**config.mk**
```make
export PLATFORM = sky130hd
export DESIGN_NAME = best_fit_hole_allocator
export DESIGN_NICKNAME = d
export VERILOG_FILES = /design/src/hw/rtl/bfha_pkg.sv /design/src/hw/rtl/bfha_size_mem.sv /design/src/hw/rtl/bfha_ctrl.sv /design/src/hw/rtl/best_fit_hole_allocator.sv
export SDC_FILE = /design/constraint.sdc
export NUM_CORES = 1
export LEC_CHECK = 0
export ABC_AREA = 1
export BUFFER_PORTS_ARGS = -buffer_cell sky130_fd_sc_hd__buf_4
export CORE_ASPECT_RATIO = 1.1
export CORE_UTILIZATION = 46
export CTS_CLUSTER_DIAMETER = 120
export DETAILED_ROUTE_END_ITERATION = 10
export SYNTH_ARGS = -nofsm -noshare
export SYNTH_HDL_FRONTEND = slang
export SYNTH_SLANG_ARGS = --single-unit
```
**constraint.sdc**
```tcl
create_clock -name clk -period 10.9 [get_ports clk]
set_clock_uncertainty 0.15 [all_clocks]
set_input_delay 1.09 -clock clk [delete_from_list [all_inputs] [get_ports clk]]
set_output_delay 1.09 -clock clk [all_outputs]
set_load 0.05 [all_outputs]
```
**src/hw/rtl/bfha_pkg.sv**
```systemverilog
// Shared types and constants for the best-fit hole allocator.
package bfha_pkg;

  localparam int MAX_HOLES    = 16;
  localparam int SIZE_BITS    = 16;
  localparam int IDX_W        = $clog2(MAX_HOLES);
  localparam int CNT_W        = $clog2(MAX_HOLES + 1);
  localparam int CMD_W        = 2;
  localparam int SIZE_FIELD_W = 16;
  localparam int STATUS_W     = 2;
  localparam int HOLE_INDEX_W = 4;
  localparam int LEFTOVER_W   = 16;

  localparam logic [CMD_W-1:0] CMD_CLEAR   = 2'd0;
  localparam logic [CMD_W-1:0] CMD_ADD     = 2'd1;
  localparam logic [CMD_W-1:0] CMD_REQUEST = 2'd2;

  localparam logic [STATUS_W-1:0] ST_DONE      = 2'd0;
  localparam logic [STATUS_W-1:0] ST_ALLOCATED = 2'd1;
  localparam logic [STATUS_W-1:0] ST_NO_FIT    = 2'd2;
  localparam logic [STATUS_W-1:0] ST_FULL      = 2'd3;

  typedef struct packed {
    logic                 wr_en;
    logic [IDX_W-1:0]     wr_addr;
    logic [SIZE_BITS-1:0] wr_data;
    logic                 rd_en;
    logic [IDX_W-1:0]     rd_addr;
  } mem_req_t;

  typedef struct packed {
    logic [STATUS_W-1:0]     status;
    logic [HOLE_INDEX_W-1:0] hole_index;
    logic [LEFTOVER_W-1:0]   leftover;
  } result_t;

endpackage

```
**src/hw/rtl/bfha_size_mem.sv**
```systemverilog
// Hole size memory: one write port, one read port, registered read data.
module bfha_size_mem (
  input  logic                          clk,
  input  bfha_pkg::mem_req_t            req,
  output logic [bfha_pkg::SIZE_BITS-1:0] rd_data
);
  import bfha_pkg::*;

  logic [SIZE_BITS-1:0] mem [MAX_HOLES];

  always_ff @(posedge clk) begin
    if (req.wr_en) begin
      mem[req.wr_addr] <= req.wr_data;
    end
  end

  always_ff @(posedge clk) begin
    if (req.rd_en) begin
      rd_data <= mem[req.rd_addr];
    end
  end

endmodule

```
**src/hw/rtl/bfha_ctrl.sv**
```systemverilog
// Command sequencer: table count, used marks and the best-fit scan.
module bfha_ctrl (
  input  logic                             clk,
  input  logic                             rst,
  input  logic                             item_valid,
  output logic                             item_stall,
  input  logic [bfha_pkg::CMD_W-1:0]        command,
  input  logic [bfha_pkg::SIZE_FIELD_W-1:0] size,
  output bfha_pkg::mem_req_t                mem_req,
  input  logic [bfha_pkg::SIZE_BITS-1:0]    rd_data,
  output logic                             res_valid,
  input  logic                             res_ready,
  output bfha_pkg::result_t                 res
);
  import bfha_pkg::*;

  localparam logic [1:0] S_IDLE   = 2'd0;
  localparam logic [1:0] S_SCAN   = 2'd1;
  localparam logic [1:0] S_MARK   = 2'd2;
  localparam logic [1:0] S_RESULT = 2'd3;

  logic [1:0]           state;
  logic [CNT_W-1:0]     hole_count;
  logic [MAX_HOLES-1:0] hole_used;
  logic [SIZE_BITS-1:0] req_size;
  logic [IDX_W-1:0]     pend_idx;
  logic [CNT_W-1:0]     issue_next;
  logic                 found;
  logic [IDX_W-1:0]     best_idx;
  logic [SIZE_BITS-1:0] best_left;

  logic                 accept;
  logic [SIZE_BITS-1:0] in_size;
  logic                 fits;
  logic [SIZE_BITS-1:0] cur_left;
  logic                 better;
  logic                 more;

  assign item_stall = (state != S_IDLE);
  assign accept     = item_valid && (state == S_IDLE);
  assign in_size    = SIZE_BITS'(size);
  assign res_valid  = (state == S_RESULT);

  assign fits     = !hole_used[pend_idx] && (rd_data >= req_size);
  assign cur_left = rd_data - req_size;
  assign better   = fits && (!found || (cur_left < best_left));
  assign more     = (issue_next < hole_count);

  always_comb begin
    mem_req         = '0;
    mem_req.wr_addr = hole_count[IDX_W-1:0];
    mem_req.wr_data = in_size;
    mem_req.rd_addr = issue_next[IDX_W-1:0];
    if (accept && (command == CMD_ADD) && (hole_count < CNT_W'(MAX_HOLES))) begin
      mem_req.wr_en = 1'b1;
    end
    if (accept && (command == CMD_REQUEST)) begin
      mem_req.rd_en   = 1'b1;
      mem_req.rd_addr = '0;
    end else if ((state == S_SCAN) && more) begin
      mem_req.rd_en = 1'b1;
    end
  end

  always_ff @(posedge clk) begin
    if (rst) begin
      state      <= S_IDLE;
      hole_count <= '0;
      hole_used  <= '0;
    end else begin
      unique case (state)
        S_IDLE: begin
          if (accept) begin
            unique case (command)
              CMD_CLEAR: begin
                hole_count <= '0;
                hole_used  <= '0;
                res        <= '{ST_DONE, '0, '0};
                state      <= S_RESULT;
              end
              CMD_ADD: begin
                if (hole_count >= CNT_W'(MAX_HOLES)) begin
                  res <= '{ST_FULL, '0, '0};
                end else begin
                  hole_used[hole_count[IDX_W-1:0]] <= 1'b0;
                  hole_count <= hole_count + 1'b1;
                  res <= '{ST_DONE, HOLE_INDEX_W'(hole_count[IDX_W-1:0]), '0};
                end
                state <= S_RESULT;
              end
              CMD_REQUEST: begin
                req_size   <= in_size;
                found      <= 1'b0;
                pend_idx   <= '0;
                issue_next <= CNT_W'(1);
                // first read is already on its way; an empty table skips the scan
                state <= (hole_count == '0) ? S_MARK : S_SCAN;
              end
              default: begin
                res   <= '{ST_DONE, '0, '0};
                state <= S_RESULT;
              end
            endcase
          end
        end
        S_SCAN: begin
          if (better) begin
            found     <= 1'b1;
            best_idx  <= pend_idx;
            best_left <= cur_left;
          end
          if (more) begin
            pend_idx   <= issue_next[IDX_W-1:0];
            issue_next <= issue_next + 1'b1;
          end else begin
            state <= S_MARK;
          end
        end
        S_MARK: begin
          if (found) begin
            hole_used[best_idx] <= 1'b1;
            res <= '{ST_ALLOCATED, HOLE_INDEX_W'(best_idx), LEFTOVER_W'(best_left)};
          end else begin
            res <= '{ST_NO_FIT, '0, '0};
          end
          state <= S_RESULT;
        end
        S_RESULT: begin
          if (res_ready) begin
            state <= S_IDLE;
          end
        end
        default: state <= S_IDLE;
      endcase
    end
  end

endmodule

```
**src/hw/rtl/best_fit_hole_allocator.sv**
```systemverilog
// Best-fit hole allocator top level: sequencer, size memory and output register.
//
// Keeps a table of up to 16 holes (16-bit sizes) in a one-port-read,
// one-port-write synchronous memory, with used marks and the hole count in
// flip-flops. Commands: clear (0), add (1), request (2); code 3 changes no state
// and just returns done. One item is worked on at a time. A request first
// scans the table, reading one memory entry per cycle through the single
// read port, then marks the chosen hole and hands the result to the output
// register. The output register lets the next item be accepted while a result
// still waits to be taken.
module best_fit_hole_allocator (
  input  logic                             clk,
  input  logic                             rst,
  input  logic                             item_valid,
  output logic                             item_stall,
  input  logic [bfha_pkg::CMD_W-1:0]        command,
  input  logic [bfha_pkg::SIZE_FIELD_W-1:0] size,
  output logic                             result_valid,
  input  logic                             result_stall,
  output logic [bfha_pkg::STATUS_W-1:0]     status,
  output logic [bfha_pkg::HOLE_INDEX_W-1:0] hole_index,
  output logic [bfha_pkg::LEFTOVER_W-1:0]   leftover
);
  import bfha_pkg::*;

  mem_req_t             mem_req;
  logic [SIZE_BITS-1:0] rd_data;
  logic                 res_valid;
  logic                 res_ready;
  result_t              res;
  result_t              out_reg;

  bfha_size_mem u_mem (
    .clk     (clk),
    .req     (mem_req),
    .rd_data (rd_data)
  );

  bfha_ctrl u_ctrl (
    .clk        (clk),
    .rst        (rst),
    .item_valid (item_valid),
    .item_stall (item_stall),
    .command    (command),
    .size       (size),
    .mem_req    (mem_req),
    .rd_data    (rd_data),
    .res_valid  (res_valid),
    .res_ready  (res_ready),
    .res        (res)
  );

  // load the output register when it is empty or being drained
  assign res_ready = !result_valid || !result_stall;

  always_ff @(posedge clk) begin
    if (rst) begin
      result_valid <= 1'b0;
    end else if (res_ready) begin
      result_valid <= res_valid;
    end
  end

  always_ff @(posedge clk) begin
    if (res_ready && res_valid) begin
      out_reg <= res;
    end
  end

  assign status     = out_reg.status;
  assign hole_index = out_reg.hole_index;
  assign leftover   = out_reg.leftover;

endmodule

```
# --- Word level (Yosys, flattened, before mapping) ---
# Memory sizes are Yosys's and may differ from the RTL's. A register that Yosys moved wholly into a read port is not among the register bits.
# Index checks and enable logic that the tools add are counted.
classes:
  bitwise_logic: 4
  n_reduce_logical: 31
  eq_ne: 16
  n_lt_le_gt_ge: 10
  mux: 42
  addsub: 3
op_table:
  columns: ["cell", "n"]
  rows:
  - ["$pmux W22 S2", 2]
  - ["$mux W22", 3]
  - ["$pmux W16 S2", 2]
  - ["$mux W16", 3]
  - ["$mux W5", 4]
  - ["$pmux W5 S2", 2]
  - ["$and A16 B16 Y16", 1]
  - ["$ge A16 B16 Y1", 1]
  - ["$lt A16 B16 Y1", 1]
  - ["$mux W4", 4]
  - ["$not A16 Y16", 1]
  - ["$or A16 B16 Y16", 1]
  - ["$sub A16 B16 Y16", 1]
  - ["$lt A4 B5 Y1 const B", 3]
  - ["$reduce_and A5 Y1", 3]
  - ["$reduce_and A4 Y1", 3]
  - ["$mux W1", 11]
  - ["$add A5 B1 Y5 const B", 2]
  - ["$logic_and A1 B1 Y1", 10]
  - ["$mux W2", 5]
  - ["$ne A2 B1 Y1 const B", 5]
  - ["$demux W1 S4", 2]
  - ["$ge A4 B1 Y1 const B", 2]
  - ["$ne A2 B2 Y1 const B", 4]
  - ["other kinds (17)", 30]
totals:
  wordCells: 123
  ram_bits: 256
  output_inout_bits: 24
  regBits: 114
  memories: 1
mem_list:
  columns: ["name", "words", "word_bits", "read_ports", "rd_clocked_by_memory_dff", "wr", "line", "rtl"]
  rows:
  - ["u_mem.mem", 16, 16, 1, 1, 1, "bfha_size_mem.sv:9", "logic [SIZE_BITS-1:0] mem [MAX_HOLES];"]

# --- Logic depth before layout (Yosys ltp) ---
depth:
  depth_word: 10
  mapped_depth: 21

# --- By module ---
# Synthesis repeated with hierarchy kept, for this count alone.
unflattened:
  hier_cells: 1737
  area_unflattened_um2: 17715.7
by_module_without_submodules:
  columns: ["module", "area_per_inst_um2", "cells_each", "instances"]
  rows:
  - ["bfha_size_mem", 11546.1, 1076, 1]
  - ["bfha_ctrl", 5465.2, 634, 1]
  - ["best_fit_hole_allocator", 704.4, 27, 1]

# --- Worst setup path after synthesis ---
# Ideal clock, no wire load.
synth_timing:
  kind: "reg2reg"
  from: "reg u_ctrl.req_size[0]"
  to: "reg u_ctrl.best_idx[0], enable pin"
  n_path_buf: 0
  setup_ns: 0.397
  stages_incl_launch_ff: 19
  path_slack_ns: 7.068
  synth_period_minus_slack_ns: 3.832
  arrival_time_ns: 3.285
  path_cell_list: "edfxtp_1 ha_1 fa_1 inv_1 nand2_1 nand2_1 nand3_1 nand2_1 a21oi_1 o21bai_1 xor2_1 ha_1 nand2_1 o21ai_0 a21oi_1 nand2_1 nand2_1 nand2_1 nor2_1"
synth_between:
  elab_chain_len: 5
  elab_cells_between_ends: 7
  cone_classes: "add/sub: 1; order compare: 2; reduce/logical: 4"
synth_rtl:
  columns: ["item", "line", "rtl"]
  rows:
  - ["start, declared", "bfha_ctrl.sv:25", "logic [SIZE_BITS-1:0] req_size;"]
  - ["start signal, assigned", "bfha_ctrl.sv:92", "req_size <= in_size;"]
  - ["$sub A16 B16 Y16", "bfha_ctrl.sv:45", "assign cur_left = rd_data - req_size;"]
  - ["named net u_ctrl.cur_left[14]", "bfha_ctrl.sv:35", "logic [SIZE_BITS-1:0] cur_left;"]
  - ["$lt A16 B16 Y1", "bfha_ctrl.sv:46", "assign better = fits && (!found || (cur_left < best_left));"]
  - ["$logic_or A1 B1 Y1", "bfha_ctrl.sv:46", null]
  - ["$logic_and A1 B1 Y1", "bfha_ctrl.sv:46", null]
  - ["$reduce_and A3 Y1 (no line)", null, null]
  - ["end signal, assigned", "bfha_ctrl.sv:109", "best_idx <= pend_idx;"]
  - ["end, declared", "bfha_ctrl.sv:29", "logic [IDX_W-1:0] best_idx;"]
# The timed path passes the listed nets, and every way through them passes these cells.
# A chain may end at the register's enable or synchronous reset.

# --- Worst setup path in the final report ---
layout_timing:
  from: "reg u_mem.rd_data[2] in the netlist's numbering, read port of u_mem.mem"
  to: "reg u_ctrl.best_left[8], enable pin"
layout_between:
  elab_chain_len: 5
  elab_cells_between_ends: 7
  cone_classes: "add/sub: 1; order compare: 2; reduce/logical: 4"
layout_rtl:
  columns: ["item", "line", "rtl"]
  rows:
  - ["start, declared", "bfha_size_mem.sv:5", "output logic [bfha_pkg::SIZE_BITS-1:0] rd_data"]
  - ["$sub A16 B16 Y16", "bfha_ctrl.sv:45", null]
  - ["named net u_ctrl.cur_left[13]", "bfha_ctrl.sv:35", null]
  - ["$lt A16 B16 Y1", "bfha_ctrl.sv:46", null]
  - ["$logic_or A1 B1 Y1", "bfha_ctrl.sv:46", null]
  - ["$logic_and A1 B1 Y1", "bfha_ctrl.sv:46", null]
  - ["$reduce_and A3 Y1 (no line)", null, null]
  - ["end signal, assigned", "bfha_ctrl.sv:110", "best_left <= cur_left;"]
  - ["end, declared", "bfha_ctrl.sv:30", "logic [SIZE_BITS-1:0] best_left;"]
# The timed path passes the listed nets, and every way through them passes these cells.

==> results.cfg <==
[synth]
synth_nets = 1514
netlist.area_leader.share = 0.641
synth.top_cells.by_area = sky130_fd_sc_hd__edfxtp_1, sky130_fd_sc_hd__o211ai_1, sky130_fd_sc_hd__nand2_1
yosysMostFrequentCell = sky130_fd_sc_hd__edfxtp_1
synth_top_cells_by_count = sky130_fd_sc_hd__edfxtp_1, sky130_fd_sc_hd__nand2_1, sky130_fd_sc_hd__inv_1
seq_area_frac_synth = 0.670
synth_edf_count = 362
synth-main-ff-cell = sky130_fd_sc_hd__edfxtp_1
ys.warnings.count = 0
postSynthAreaPerCell_um2 = 11.7
synth.cell_area_um2 = 17000
asr_flop_ratio_synth = 0
synth.largest_area_cell = sky130_fd_sc_hd__edfxtp_1
syn_inst = 1447
ys_types = 43
yosys_register_bits = 386

[routing]
route.vias.total = 10800
drt_drc_violations_left = 0
routed_wire_length_per_instance_um = 19.3
maxUsedRoutingLayer = met4
antenna_violating_nets_remaining = 0
routed_wirelength_um = 38700
detail_route.iter0.violations = 733
wl_met2_um = 18600
first_pass_iters = 5
wl_met1_um = 17100
route.detailed.vias_per_inst = 5.35
wl_met3_um = 1880

[cells_and_area]
final_layout_size_suffix_gt1_frac = 0.104
layoutNonFillerInstCount = 2010
fillerInstances = 3112
final_net_count = 1561
number_of_antenna_diodes = 0
area_delta_synth_final_pct = 12.1

[critical_path]
critPathArrivalTime_ps = 4220
critical_path_class = reg2reg
data_required_time_of_the_critical_path_ps = 10970
worstSetupEndpointType = flip-flop
worstSetupStartpointType = flip-flop
crit_fanout = 16

[floorplan]
initial_core_util = 0.468
count_of_standard_cell_rows = 73
die-width_um = 185
die_height_um = 203
ioPinCount = 46
core_region_area_um2 = 36300
die_area_um2 = 37600

[cts]
ctsHoldBuffers = 0
cts-root-buf = sky130_fd_sc_hd__clkbuf_16
post-cts-setup-buffers = 0
tritoncts = done
clkTransAtPathRegs_ps = 60
cts.sink_count = 386
clock_path_buffers = 3
cts-resized-gates = 0
number_of_buffers_added_by_the_clock_tree_synthesis_step = 41
clk_latency_worst_skew_pair_ps = 530
cts_max_level = 2

[sta]
maxSlewViolCount = 0
setup_repair_after_global_routing_missed_its_margin = no
tightest_slew_ps = 1150
final.min_clock_period_ps = 4160
post-route-period-util = 0.381
setup_viol = 0
setup_tns_ps = 0
hold_violations = 0
final_worst_hold_slack_ps = 266
achievable-frequency_ghz = 0.241
timing.max_slew.rel_slack = 0.232

[placed_design]
port_buf_inserts = 45
post_place_cells = 1938
hpwl_um = 22700
globalplace.congestion = 0.873

[global_routing]
globalRouteTotalUtil = 0.211
grt_antenna_before_repair = 0
grt-ovfl-total = 0
grt_pass1_vias = 10300
largest_net_degree_at_the_start_of_global_routing = 109
grt_pass1_wl_um = 59500

[power_and_ir_drop]
clkPwrFrac = 0.327
power_per_cell_area_nw_per_um2 = 211
swShare = 0.309
power.combinational.fraction = 0.227
static-leakage-power_nw = 6.91
p_seq_frac = 0.446
peakVddDrop_uv = 141
power.switching_mw = 1.24
p_int_mw = 2.78

[flow_run]
drv_cap = 0

[worst_hold_path]
worst_hold_path_type = reg2reg

[run_status]
status = completed
## placed cells by master (no fill, tap or decap), types with 6 or more instances in the layout
cell	Yosys	final
sky130_fd_sc_hd__edfxtp_1	362	362
sky130_fd_sc_hd__nand2_1	237	237
sky130_fd_sc_hd__inv_1	173	172
sky130_fd_sc_hd__o211ai_1	138	138
sky130_fd_sc_hd__nor2_1	121	116
sky130_fd_sc_hd__o21ai_0	88	88
sky130_fd_sc_hd__buf_4	7	68
sky130_fd_sc_hd__nand3_1	54	54
sky130_fd_sc_hd__a21oi_1	52	51
sky130_fd_sc_hd__ha_1	44	44
sky130_fd_sc_hd__clkbuf_16	0	41
sky130_fd_sc_hd__dfxtp_1	24	24
sky130_fd_sc_hd__nor3_2	0	12
sky130_fd_sc_hd__xor2_1	10	10
sky130_fd_sc_hd__clkinv_1	0	9
sky130_fd_sc_hd__o21ai_1	9	9
sky130_fd_sc_hd__clkbuf_1	22	9
sky130_fd_sc_hd__a31oi_1	8	8
sky130_fd_sc_hd__nand4_1	8	8
sky130_fd_sc_hd__clkinv_2	0	6
## flip-flops by register name, indices dropped and copies added, names as in the netlist, 4 cells and up
| signal | cells |
|---|---|
| u_mem.rd_data | 16 |
| u_ctrl.pend_idx | 4 |
| hole_index | 4 |
| u_ctrl.best_left | 16 |
| u_ctrl.best_idx | 4 |
| u_ctrl.req_size | 16 |
| leftover | 16 |
| u_mem.mem | 256 |
| u_ctrl.hole_used | 16 |
| u_ctrl.hole_count | 5 |
| u_ctrl.res | 22 |
| u_ctrl.issue_next | 5 |
## final cells by class
class,instances,area [µm²],share of cell area
multi-input combinational,818,4610,0.242
tap,487,609,0.0321
timing repair buffer,68,510,0.0269
inverter,179,679,0.0357
sequential,386,11400,0.597
clock inverter,22,190,0.0100
clock buffer,50,1060,0.0557
## critical path: stages (launching register included)
cell and delay, ps:
sky130_fd_sc_hd__edfxtp_1 420, sky130_fd_sc_hd__ha_1 380, sky130_fd_sc_hd__nand2_1 90, sky130_fd_sc_hd__o21ai_0 410
sky130_fd_sc_hd__nand2_1 100, sky130_fd_sc_hd__nand2_1 110, sky130_fd_sc_hd__nand2_1 60, sky130_fd_sc_hd__nand2_1 120
sky130_fd_sc_hd__nand2_1 60, sky130_fd_sc_hd__nand2_1 70, sky130_fd_sc_hd__xor2_1 250, sky130_fd_sc_hd__ha_1 300
sky130_fd_sc_hd__a21oi_1 140, sky130_fd_sc_hd__o21ai_0 90, sky130_fd_sc_hd__a21oi_1 120, sky130_fd_sc_hd__nand2_1 100
sky130_fd_sc_hd__nand2_1 70, sky130_fd_sc_hd__nand2_1 60, sky130_fd_sc_hd__nor2_1 390, sky130_fd_sc_hd__buf_4 350
## power groups by stage
stage                     clock network (mW)  registers [mW]  logic (mW)
after detailed placement                   0            1.82       0.918
after global placement                     0            1.82       0.902
after CTS                               1.34            1.79       0.922
after floorplan                            0            1.85       0.649
final                                   1.31            1.79       0.911
after global routing                    1.40            1.80        1.02
## kinds of logic after synthesis
kind of cell             after synthesis  share of synthesized area
AND/OR/NAND/NOR                      448                      0.110
flip-flops                           386                      0.670
AO/OA/AOI/OAI                        311                      0.116
buffers and inverters                243                     0.0639
XOR/XNOR                              14                    0.00723
adder cells (fa/ha/maj)               45                     0.0337
## per-stage QoR
stage	worst slack [ps]	power [mW]	instance area, µm²	util
floorplan	7070	2.50	17000	-
global placement	6810	2.72	17800	0.490
detailed placement	6730	2.74	17800	0.490
global route	6400	4.22	19000	0.524
finish	6740	4.02	19000	0.524
CTS	6730	4.05	19000	0.524
## worst paths after layout
kind | endpoint | slack [ps] | cells after the start | from
worst max-delay path | u_ctrl.best_left[8] | 6740 | 19 | u_mem.rd_data[2]
worst min-delay path | leftover[3] | 270 | 0 | u_ctrl.res[3]
worst max register to register | u_ctrl.best_left[8] | 6740 | 19 | u_mem.rd_data[2]
worst min register to register | leftover[3] | 270 | 0 | u_ctrl.res[3]
## per-layer routing
layer / track usage / vias up
met1: 0.283 / 5197
met5: 0 / -
li1: - / 5220
met2: 0.350 / 271
met3: 0.0309 / 75
met4: 0.0747 / 0
(Power assumes the default switching activity.)
